$ cat config.mk
export PLATFORM = sky130hd
export DESIGN_NAME = fmrb_front
export DESIGN_NICKNAME = d
export VERILOG_FILES = /design/src/sv/fmrb_pkg.sv /design/src/sv/fmrb_front.sv
export SDC_FILE = /design/constraint.sdc
export NUM_CORES = 1
export LEC_CHECK = 0
export BUFFER_PORTS_ARGS = -buffer_cell sky130_fd_sc_hd__buf_2
export CORE_MARGIN = 3
export CORE_UTILIZATION = 52
export CTS_CLUSTER_DIAMETER = 120
export DETAILED_ROUTE_END_ITERATION = 8
export PLACE_DENSITY = 0.8
export SYNTH_ARGS = -nofsm -noshare
export SYNTH_HDL_FRONTEND = slang
export SYNTH_SLANG_ARGS = --single-unit
$ cat constraint.sdc
create_clock -name clk -period 4 [get_ports clk]
set_input_delay 0.2 -clock clk [delete_from_list [all_inputs] [get_ports clk]]
set_output_delay 0.2 -clock clk [all_outputs]
set_load 0.02 [all_outputs]
$ cat src/sv/fmrb_pkg.sv
`timescale 1ns / 1ps
package fmrb_pkg;

  localparam int RING_BYTES_DEF = 4096;
  localparam int KEY_BYTES_DEF  = 8;
  localparam int TAG_BYTES      = 4;
  localparam int LEN_WORD_BYTES = 4;
  localparam int EXT_WORD_BYTES = 4;
  localparam int MIN_RING       = 32;

  localparam int LEN_W     = 13;
  localparam int CFG_W     = 32;
  localparam int IN_DATA_W = 136;
  localparam int OUT_DATA_W = 184;

  typedef enum logic [0:0] {
    REG_RING_LENGTH = 1'b0,
    REG_MAGIC_TAG   = 1'b1
  } reg_idx_t;

  typedef enum logic [2:0] {
    OP_BEGIN_WR = 3'd0,
    OP_WR_BYTE  = 3'd1,
    OP_BEGIN_RD = 3'd2,
    OP_RD_BYTE  = 3'd3,
    OP_CLEAR    = 3'd4,
    OP_ILLEGAL  = 3'd5
  } op_t;

  typedef enum logic [2:0] {
    ST_OK    = 3'd0,
    ST_FULL  = 3'd1,
    ST_EMPTY = 3'd2,
    ST_TAG   = 3'd3,
    ST_SMALL = 3'd4,
    ST_SEQ   = 3'd5
  } st_t;

  typedef enum logic [3:0] {
    S_IDLE,
    S_WR_HDR,
    S_WR_TAIL,
    S_RD_HDR,
    S_RD_CHK,
    S_RD_BYTE,
    S_RD_TAIL,
    S_TAIL_CHK,
    S_EMIT
  } eng_state_t;

  typedef struct packed {
    op_t               op;
    logic [LEN_W-1:0]  length;
    logic [31:0]       ext;
    logic [63:0]       unique_key;
    logic [7:0]        data_byte;
    logic [LEN_W-1:0]  max_length;
  } item_t;

  typedef struct packed {
    st_t               status;
    logic [LEN_W-1:0]  msg_length;
    logic [31:0]       msg_ext;
    logic [63:0]       msg_key;
    logic [7:0]        read_byte;
    logic              last;
    logic [31:0]       enqueued_count;
    logic [31:0]       dequeued_count;
  } result_t;

endpackage

$ cat src/sv/fmrb_front.sv
`timescale 1ns / 1ps
module fmrb_front
  import fmrb_pkg::*;
(
  input  logic                 clk,
  input  logic                 rst,
  input  logic                 s_tvalid,
  output logic                 s_tready,
  input  logic [IN_DATA_W-1:0] s_tdata,
  input  logic [2:0]           s_tuser,
  output item_t                item,
  output logic                 item_valid,
  input  logic                 item_pop
);

  item_t      q [2];
  logic       wr_idx, rd_idx;
  logic [1:0] count;
  item_t      in_item;
  logic       push;

  // classify the operation code; unused codes fold into one illegal class
  always_comb begin
    case (op_t'(s_tuser))
      OP_BEGIN_WR: in_item.op = OP_BEGIN_WR;
      OP_WR_BYTE:  in_item.op = OP_WR_BYTE;
      OP_BEGIN_RD: in_item.op = OP_BEGIN_RD;
      OP_RD_BYTE:  in_item.op = OP_RD_BYTE;
      OP_CLEAR:    in_item.op = OP_CLEAR;
      default:     in_item.op = OP_ILLEGAL;
    endcase
    in_item.length     = s_tdata[12:0];
    in_item.ext        = s_tdata[44:13];
    in_item.unique_key = s_tdata[108:45];
    in_item.data_byte  = s_tdata[116:109];
    in_item.max_length = s_tdata[129:117];
  end

  assign s_tready   = (count != 2'd2);
  assign push       = s_tvalid && s_tready;
  assign item_valid = (count != 2'd0);
  assign item       = q[rd_idx];

  always_ff @(posedge clk) begin
    if (push) begin
      q[wr_idx] <= in_item;
    end
  end

  always_ff @(posedge clk) begin
    if (rst) begin
      wr_idx <= 1'b0;
      rd_idx <= 1'b0;
      count  <= 2'd0;
    end else begin
      if (push) wr_idx <= ~wr_idx;
      if (item_pop) rd_idx <= ~rd_idx;
      count <= count + {1'b0, push} - {1'b0, item_pop};
    end
  end

endmodule

Word level (Yosys, flattened, before mapping):

Memory sizes are Yosys's and may differ from the RTL's. A register that Yosys moved wholly into a read port is not among the register bits.
Cells that the tools add are included.

* register bits: 4
* memory bits (writable): 266
* bits of input ports: 143
* output and inout port bits: 135
* word-level logic and storage cells: 21
* memories kept: 1

* $add $sub $neg: 2
* equality and inequality tests: 5
* mux-type cells: 5
* bitwise operators: 2
* reductions and logical operators: 3

Memory list
* q: words 2, width 133, read ports 1, clocked after memory_dff 1, write ports 1, line fmrb_front.sv:16 `item_t q [2];`

Operators with widths (count)
* 3-bit one-hot mux with 5 select lines: 1
* 3-bit by 2-bit == test with 1-bit output (second input constant): 2
* 1-bit 2-to-1 mux: 4
* 3-bit by 1-bit == test with 1-bit output (second input constant): 1
* 3-bit == test (second input constant): 1
* 3-bit logical NOT: 1
* 2-bit by 1-bit adder with 2-bit output: 1
* 2-bit inequality test (second input constant): 1
* 1-bit NOT: 2
* 2-bit nonzero test: 1
* 2-bit by 1-bit subtractor with 2-bit output: 1
* 1-bit logical AND: 1

Logic depth before layout (Yosys ltp):

Gate-level depths: netlist of run 1.

* depth in word-level cells: 4
* mapped depth: 7
* mapped depth without buffers: 7

Worst setup path before layout of run 1:

Ideal clock, no wire load.

* path kind: register to register
* start point: reg count[0]
* end point: mem q[0][0] (netlist bit) (enable)
* setup time: 486 ps
* data arrival time: 3349 ps
* required time: 3514 ps
* setup slack: 166 ps
* stages on the path, launching flop included: 4
* buffers on the path: 0
* period minus slack after synthesis: 3834 ps
* cell sequence: dfxtp_1 nand2b_1 nand3b_1 inv_1

* longest elaborated chain between the ends: 4

Ends and longest elaborated chain
* start: declaration: line fmrb_front.sv:18 `logic [1:0] count;`
* start signal: assignment: line fmrb_front.sv:58 `count <= count + {1'b0, push} - {1'b0, item_pop};`
* 2-bit inequality test: line fmrb_front.sv:39 `assign s_tready = (count != 2'd2);`
* via s_tready: line fmrb_front.sv:8 `output logic s_tready,`
* 1-bit logical AND: line fmrb_front.sv:40 `assign push = s_tvalid && s_tready;`
* 1-bit 2-to-1 mux: line fmrb_front.sv:45 `if (push) begin`
* 1-bit 2-to-1 mux (not written as such): line fmrb_front.sv:46 `q[wr_idx] <= in_item;`
* end: declaration: line fmrb_front.sv:16

The timed path passes the listed nets, and every way through them passes these cells.

==> impl_metrics.json, run 1 <==
{
  "period_share_pct": 66.3,
  "die_y_um": 144,
  "rsz0062_at_grt": "no",
  "ys_seq_elements": 271,
  "drt-pass1-iter-count": 6,
  "ios": 278,
  "io_buffers": 271,
  "slew_headroom_pct": 47.8,
  "yosys_warnings": 0,
  "synth_cell_types": 25,
  "leakage_nw": 5.16,
  "cts.path.max_buffers": 3,
  "async_reset_ff_share_pct": 0,
  "period_needed_ns": 2.65,
  "whs_ns": 0.0231,
  "fin_util_pct": 74.2,
  "cts_htree_levels": 1,
  "fill_cells": 1001,
  "finalMaxSlewViolations": 0,
  "grt_max_degree": 85,
  "synthMostInstantiatedCell": "edfxtp_1",
  "syn_inst": 445,
  "track_usage_pct": 20.6,
  "slowest_delay_ns": 0.84,
  "crit_required_ns": 3.80,
  "synth_flop_cell": "edfxtp_1",
  "nets": 1009,
  "antenna_cells": 0,
  "antenna_found_initial": 0,
  "worstSetupPathType": "flip-flop to output pin",
  "cts_root_buffer": "clkbuf_16",
  "hold_path.class": "input port to flip-flop",
  "synth_top_area_share_pct": 80.8,
  "cts_tree": "yes",
  "wire_per_inst_um": 20.0,
  "worst_slack_ns": 1.35,
  "synth_top_area_cell": "edfxtp_1",
  "wirelength_um": 22200,
  "grt_pass1_vias": 6240,
  "hold_viol": 0,
  "fmax_ghz": 0.377,
  "vias": 5814,
  "synthesis.area_um2": 9890,
  "synthTopCellsByCount": "edfxtp_1 (266), mux2_1 (70), mux2_2 (63)",
  "avgSynthCellArea_um2": 22.2,
  "crit_chain": "buf_12, mux2_1, buf_2",
  "start_kind": "flip-flop",
  "synth_edf_count": 266,
  "area_delta_synth_final_pct": 37.6,
  "core-area_um2": 18300,
  "seq_area_frac_synth_pct": 81.8,
  "drc": 0,
  "drive_gt1_share_pct": 42.8,
  "cap_violations": 0,
  "initial_core_util_pct": 53.9,
  "hpwlAfterDp_um": 12100,
  "path_clk_slew_ns": 0.06,
  "syn_nets": 589,
  "finalClockSkew_ns": 0.00709,
  "tightestPinTransition_ns": 0.784,
  "dieArea_um2": 20700,
  "cp_max_fo": 77,
  "postCtsSetupBuffers": 0,
  "ant_nets": 0,
  "via_per_inst": 5.24,
  "finalSetupTns_ns": 0,
  "post_cts_resized": 0,
  "grt_pass1_wl_um": 33200,
  "clk_latency_ns": 0.51,
  "rows": 49,
  "vdd_ir_drop_max_mv": 0.372,
  "synth.area.top_cells": "edfxtp_1 (81%), mux2_1 (8.0%), mux2_2 (7.2%), dfxtp_1 (1.0%), buf_6 (0.91%)",
  "dp_slack_ns": 1.80,
  "cp.arrival_ns": 2.45,
  "status": "complete, no violations",
  "initialDrtViolationCount": 267,
  "overflow": 0,
  "cpMaxStageDelayCell": "dfxtp_4",
  "cts.sinks": 271,
  "end_kind": "output pin",
  "power.density_nw_per_um2": 504,
  "setup_viol": 0,
  "numCtsBuffers": 27,
  "die_x_um": 144,
  "place.gp.congestion": 0.777
}
-- registers in the layout, summed over array words and instances (netlist names), named ones only --
register / cells
q: 266
count: 2
rd_idx: 1
wr_idx: 1
-- repair_timing --
action | in CTS | in global routing
endpoints found under the setup margin | 0 | 0
hold buffers | 133 | 0
endpoints found under the hold margin | 268 | 0
-- cell families after synthesis --
logic type | count (synthesis) | synth area share [%]
simple gates | 14 | 0.937
mux | 133 | 15.1
compound gates | 5 | 0.392
fa+ha+maj | 1 | 0.127
xor+xnor | 2 | 0.177
buf+inv | 19 | 1.42
flops | 271 | 81.8
-- through the flow --
step	std cells	total power [mW]	instance area [um^2]
2_1_floorplan	445	4.13	9890
3_3_place_gp	932	4.42	11500
3_5_place_dp	932	4.46	11500
4_1_cts	1109	6.86	13600
5_1_grt	1109	7.10	13600
6_report	1109	6.85	13600
-- worst paths after layout --
| kind | startpoint | endpoint | slack [ns] | cells past startpoint |
|---|---|---|---|---|
| setup / recovery | flip-flop | item[75] | 1.35 | 3 |
| hold / removal | item_pop | flip-flop | 0.02 | 3 |
| setup reg to reg | count[0] | q[0][37] | 1.75 | 4 |
| hold reg to reg | rd_idx | flip-flop | 0.53 | 2 |
-- routing by layer --
metal	GRT usage [%]	routed length [um]	vias up
met4	6.94	828	0
met3	4.79	1530	70
met5	0	0	-
met1	24.0	8310	2853
li1	-	-	2610
met2	37.5	11500	281
-- placed cells by master, fill, tap and decap left out, drive strengths merged, types with 2 or more instances in the layout --
cell type    netlist  layout
nand4b             2       2
dfxtp              5       5
clkbuf             1      30
nor2b              2       2
buf               15     274
xnor2              2       2
dlygate4sd3        0     133
bufinv             0       2
clkinv             0      12
edfxtp           266     266
nand2b             2       2
inv                3       3
mux2             133     133
nor2               2       2
-- final cells by class --
cell class | count | area (um^2) | share of cell area (%)
flip-flops and latches | 271 | 8090 | 59.5
repair buffers | 407 | 2750 | 20.2
multi-input cells | 155 | 1660 | 12.2
clock buffers | 30 | 687 | 5.05
well taps | 229 | 287 | 2.11
clock inverters | 14 | 113 | 0.828
inverters | 3 | 13.8 | 0.101
-- critical path: cells and delay by family (launching register included) --
kind / cells / cell delay, ns
multiplexers: 1 / 0.41
flip-flops: 1 / 0.84
buffers and inverters: 2 / 0.61
-- report_power, final --
group / switching (mW) / total [mW] / internal [mW]
clock network: 0.977 / 2.32 / 1.35
registers: 0.0809 / 3.48 / 3.40
logic: 0.621 / 1.05 / 0.428
Power figures use the tool's default switching activity.
==> run 2: changes to the inputs <==
Settings changed: CORE_UTILIZATION 52 to 47, PLACE_DENSITY 0.8 to 0.76.
Clock period 4 ns to 2.3 ns, I/O delays scaled along.
==> run 2 against run 1 <==
Register-to-register slack got worse by 1.1 ns. Via count decreased by 3.3%. Routed wire length decreased by 7.5%. Clock-buffer cell count increased by 12. Utilization decreased by 6.4 points. Critical path type unchanged. Worst hold slack improved by 0.29 ns.
==> impl_metrics.json, run 2 (synthesis results as in run 1) <==
{
  "status": "complete, no violations",
  "finalMaxSlewViolations": 0,
  "p_clk_share_pct": 34.9,
  "rows": 52,
  "wire_per_inst_um": 17.6,
  "wirelength_um": 20500,
  "slowest_delay_ns": 0.39,
  "io_buffers": 271,
  "finalClockSkew_ns": 0.0108,
  "core-area_um2": 20400,
  "top_register": "q",
  "cts.sinks": 271,
  "grt_pass1_wl_um": 30300,
  "fmax_ghz": 0.502,
  "grt_pass1_vias": 6053,
  "dieArea_um2": 22800,
  "antenna_found_initial": 0,
  "area_delta_synth_final_pct": 40.1,
  "worstSetupPathType": "flip-flop to output pin",
  "p_switching_mw": 2.88,
  "hold_viol": 0,
  "vias": 5621,
  "place.gp.congestion": 0.782,
  "largest_register_ff_count": 266,
  "tightestPinTransition_ns": 0.549,
  "crit_required_ns": 2.18,
  "setup_viol": 0,
  "rsz0062_at_grt": "no",
  "multi_input_area_um2": 1670,
  "placed_area_um2": 11600,
  "initialDrtViolationCount": 225,
  "period_needed_ns": 1.99,
  "grt_use_met2_pct": 31.3,
  "ant_nets": 0,
  "via_per_inst": 4.81,
  "fin_util_pct": 67.8,
  "clk_latency_ns": 0.52,
  "seq_area_um2": 8090,
  "slew_headroom_pct": 63.4,
  "fill_cells": 1319,
  "p_seq_share_pct": 49.7,
  "track_usage_pct": 16.9,
  "cts_tree": "yes",
  "start_kind": "flip-flop",
  "hpwlAfterDp_um": 12200,
  "p_int_mw": 9.23,
  "cts_htree_levels": 1,
  "fin_area_um2": 13900,
  "use_met1_pct": 19.1,
  "final_cell_mix": "buf_2 (271), edfxtp_1 (266), dlygate4sd3_1 (138)",
  "vdd_ir_drop_max_mv": 0.695,
  "crit_chain": "buf_12, mux2_1, buf_2",
  "cap_violations": 0,
  "ios": 278,
  "switching_share_pct": 23.8,
  "drive_gt1_share_pct": 42.8,
  "worst_slack_ns": 0.308,
  "final_common_cell": "buf_2",
  "initial_core_util_pct": 48.4,
  "top_regs": "q (266), count (2)",
  "drt-pass1-iter-count": 4,
  "postCtsSetupBuffers": 0,
  "nets": 1019,
  "combinationalPowerShare_pct": 15.4,
  "end_kind": "output pin",
  "cp.arrival_ns": 1.88,
  "busiest_layer": "met2",
  "drc": 0,
  "cts.path.max_buffers": 3,
  "power.density_nw_per_um2": 874,
  "overflow": 0,
  "cpMaxStageDelayCell": "mux2_1",
  "grt_max_degree": 93,
  "dp_slack_ns": 0.667,
  "grtUsageMet3_pct": 5.09,
  "leakage_nw": 5.23,
  "cts_root_buffer": "clkbuf_16",
  "period_share_pct": 86.6,
  "cp_max_fo": 77,
  "numCtsBuffers": 28,
  "hold_path.class": "input port to flip-flop",
  "path_clk_slew_ns": 0.06,
  "die_x_um": 151,
  "die_y_um": 151
}
## run 2: cell types whose count changed in the layout (fill, tap and decap cells not counted), moves of 2 or more
cell           delta
clkbuf_1         +10
dlygate4sd3_1     +5
buf_12            +3
clkbuf_16         +2
clkinv_1          -2
clkinv_2          -2
dfxtp_1           -2
dfxtp_2           +2
## run 2: cell type report
class,instances,share of cell area [%]
multi-input cells,155,12.1
well taps,270,2.44
inverters,3,0.108
clock inverters,10,0.686
clock buffers,42,5.59
repair buffers,416,20.7
diodes,1,0.0181
flip-flops and latches,271,58.4
## run 2: worst paths after layout
path	startpoint	endpoint	slack, ns	cells past startpoint
max	flip-flop	item[127]	0.31	3
min	s_tdata[79]	q[0][55]	0.31	2
max reg2reg	count[0]	count[1]	0.63	7
min reg2reg	rd_idx	rd_idx	0.54	2
## run 2: what timing repair did
action | 4_1_cts | 5_1_grt
hold buffers | 138 | 0
hold endpoints to repair | 271 | 0
endpoints found under the setup margin | 0 | 0
gates resized for setup | 0 | 0
## run 2: through the flow
step | power (mW) | std cells | setup TNS, ns | hold slack (ns)
final | 12.1 | 1168 | 0 | 0.314
after global routing | 12.6 | 1167 | 0 | 0.304
after CTS | 12.2 | 1167 | 0 | 0.282
after detailed placement | 7.79 | 977 | 0 | 0.306
after global placement | 7.72 | 977 | 0 | 0.302
after floorplan | 7.17 | 445 | -136.61 | 0.179
## run 2: layer usage
layer	vias to the layer above	share of wire (%)	routed length (um)
li1	2633	-	-
met4	0	2.4	488
met5	-	0	0
met2	210	53	10800
met1	2739	38	7720
met3	39	7.5	1530
## run 2: power by group through the flow
stage	clock, mW	sequential [mW]	combinational (mW)
finish	4.23	6.02	1.86
floorplan	0	6.11	1.06
CTS	4.34	6.01	1.88
global route	4.53	6.05	2.00
global placement	0	6.09	1.64
detailed placement	0	6.12	1.68
## run 2: critical path: cells and delay by family, from the launching register on
kind	cells	cell delay (ns)
buf+inv	2	0.47
flops	1	0.37
mux	1	0.39
==> run 3: changes to the inputs <==
Settings changed: BUFFER_PORTS_ARGS -buffer_cell sky130_fd_sc_hd__buf_2 to -buffer_cell sky130_fd_sc_hd__clkbuf_2, PLACE_DENSITY 0.76 to not set, PLACE_DENSITY_LB_ADDON set to 0.15.
==> run 3 against run 2 <==
Fmax shrank 7.2%. Routed wire length up 0.18%. Cell count shrank 0.43%. Clock skew down 0.0022 ns. Largest power group unchanged. Register-to-register slack lost 0.07 ns. Flip-flop and latch count did not move. Clock power fell by 4.7%. Largest cell class unchanged. Sequential share of layout area up 0.37 points. First-iteration DRC count grew 16%. Critical path type unchanged. Critical path depth did not move.
==> impl_metrics.json, run 3 (synthesis results as in run 1) <==
{
  "top_regs": "q (266), count (2)",
  "cts.sinks": 271,
  "place.gp.congestion": 0.742,
  "grt_pass1_wl_um": 30700,
  "start_kind": "flip-flop",
  "final_cell_mix": "clkbuf_2 (271), edfxtp_1 (266), dlygate4sd3_1 (137)",
  "multi_input_area_um2": 1670,
  "cts_root_buffer": "clkbuf_16",
  "tightestPinTransition_ns": 0.675,
  "grt_pass1_vias": 6091,
  "overflow": 0,
  "wire_per_inst_um": 17.7,
  "wirelength_um": 20600,
  "fin_cells": 1163,
  "core-area_um2": 20400,
  "fin_area_um2": 13800,
  "via_per_inst": 4.80,
  "fin_util_pct": 67.4,
  "switching_share_pct": 24.4,
  "die_x_um": 151,
  "critPathBufInv": 2,
  "area_delta_synth_final_pct": 39.2,
  "rows": 52,
  "antenna_found_initial": 0,
  "setup_viol": 0,
  "ios": 278,
  "placed_area_um2": 11600,
  "initialDrtViolationCount": 261,
  "vias": 5585,
  "track_usage_pct": 17.3,
  "largest_register_ff_count": 266,
  "fmax_ghz": 0.466,
  "cts_tree": "yes",
  "worstSetupPathType": "flip-flop to output pin",
  "post_cts_resized": 0,
  "slowest_delay_ns": 0.53,
  "nets": 1018,
  "antenna_cells": 0,
  "finalMaxSlewViolations": 0,
  "p_seq_share_pct": 50.4,
  "hold_path.class": "input port to flip-flop",
  "final_common_cell": "clkbuf_2",
  "hold_buffers": 137,
  "hpwlAfterDp_um": 12400,
  "numCtsBuffers": 27,
  "vdd_ir_drop_max_mv": 0.635,
  "clk_latency_ns": 0.51,
  "crit_chain": "buf_4, mux2_1, clkbuf_2",
  "p_switching_mw": 2.90,
  "top_register": "q",
  "rsz0062_at_grt": "no",
  "power.density_nw_per_um2": 866,
  "combinationalPowerShare_pct": 15.7,
  "period_share_pct": 93.4,
  "whs_ns": 0.330,
  "period_needed_ns": 2.15,
  "status": "complete, no violations",
  "ant_nets": 0,
  "postCtsSetupBuffers": 0,
  "p_clk_share_pct": 33.8,
  "fill_cells": 1418,
  "leakage_nw": 5.25,
  "cp_top_family": "buffers and inverters",
  "end_kind": "output pin",
  "cp.arrival_ns": 2.03,
  "grt_max_degree": 89,
  "seq_area_um2": 8090,
  "path_clk_slew_ns": 0.06,
  "drc": 0,
  "drive_gt1_share_pct": 43.0,
  "initial_core_util_pct": 48.4,
  "cp_max_fo": 48,
  "slew_headroom_pct": 55.0,
  "die_y_um": 151,
  "cap_violations": 0,
  "hold_viol": 0,
  "place_inst": 978,
  "p_int_mw": 9.02,
  "dieArea_um2": 22800,
  "io_buffers": 271,
  "cts.path.max_buffers": 3,
  "finalClockSkew_ns": 0.00858,
  "cts_htree_levels": 1,
  "drt-pass1-iter-count": 4,
  "cpMaxStageDelayCell": "buf_4",
  "crit_required_ns": 2.18
}
run 3: power by group through the flow:
stage          sequential, mW  clock, mW  combinational, mW
6_report                 6.01       4.03               1.88
3_3_place_gp             6.08          0               1.66
2_1_floorplan            6.11          0               1.06
4_1_cts                  6.01       4.10               1.90
3_5_place_dp             6.11          0               1.70
5_1_grt                  6.04       4.32               2.02
run 3: path summary, 6_finish.rpt:
check	from	to	slack [ns]	depth (start not counted)
max	flip-flop	item[130]	0.15	3
min	s_tdata[116]	q[0][20]	0.33	2
max reg2reg	count[0]	q[0][44]	0.56	4
min reg2reg	rd_idx	rd_idx	0.52	2
run 3: metrics by stage:
| step | power, mW | setup WS [ns] | TNS (ns) |
|---|---|---|---|
| 2_1_floorplan | 7.17 | -0.710 | -136.61 |
| 3_3_place_gp | 7.75 | 0.635 | 0 |
| 3_5_place_dp | 7.81 | 0.553 | 0 |
| 4_1_cts | 12.0 | 0.123 | 0 |
| 5_1_grt | 12.4 | 0.0391 | 0 |
| 6_report | 11.9 | 0.152 | 0 |
run 3: cell type report:
class,count,share of cell area (%)
Sequential cell,271,58.8
Timing Repair Buffer,416,20.6
Multi-Input combinational cell,155,12.1
Clock buffer,39,5.38
Tap cell,270,2.45
Clock inverter,9,0.518
Inverter,3,0.109
run 3: per-layer routing:
| layer | global-route usage [%] | wire length (um) | part of all wire [%] |
|---|---|---|---|
| met4 | 5.49 | 496 | 2.4 |
| met1 | 20.1 | 7910 | 38 |
| met5 | 0 | 0 | 0 |
| met2 | 30.7 | 10400 | 51 |
| met3 | 5.21 | 1740 | 8.5 |
run 3: worst register-to-register path: cells and delay by family, from the launching register on:
family,cells,cell delay (ns)
buffers and inverters,2,0.73
AND/OR/NAND/NOR,2,0.29
flip-flops,1,0.35
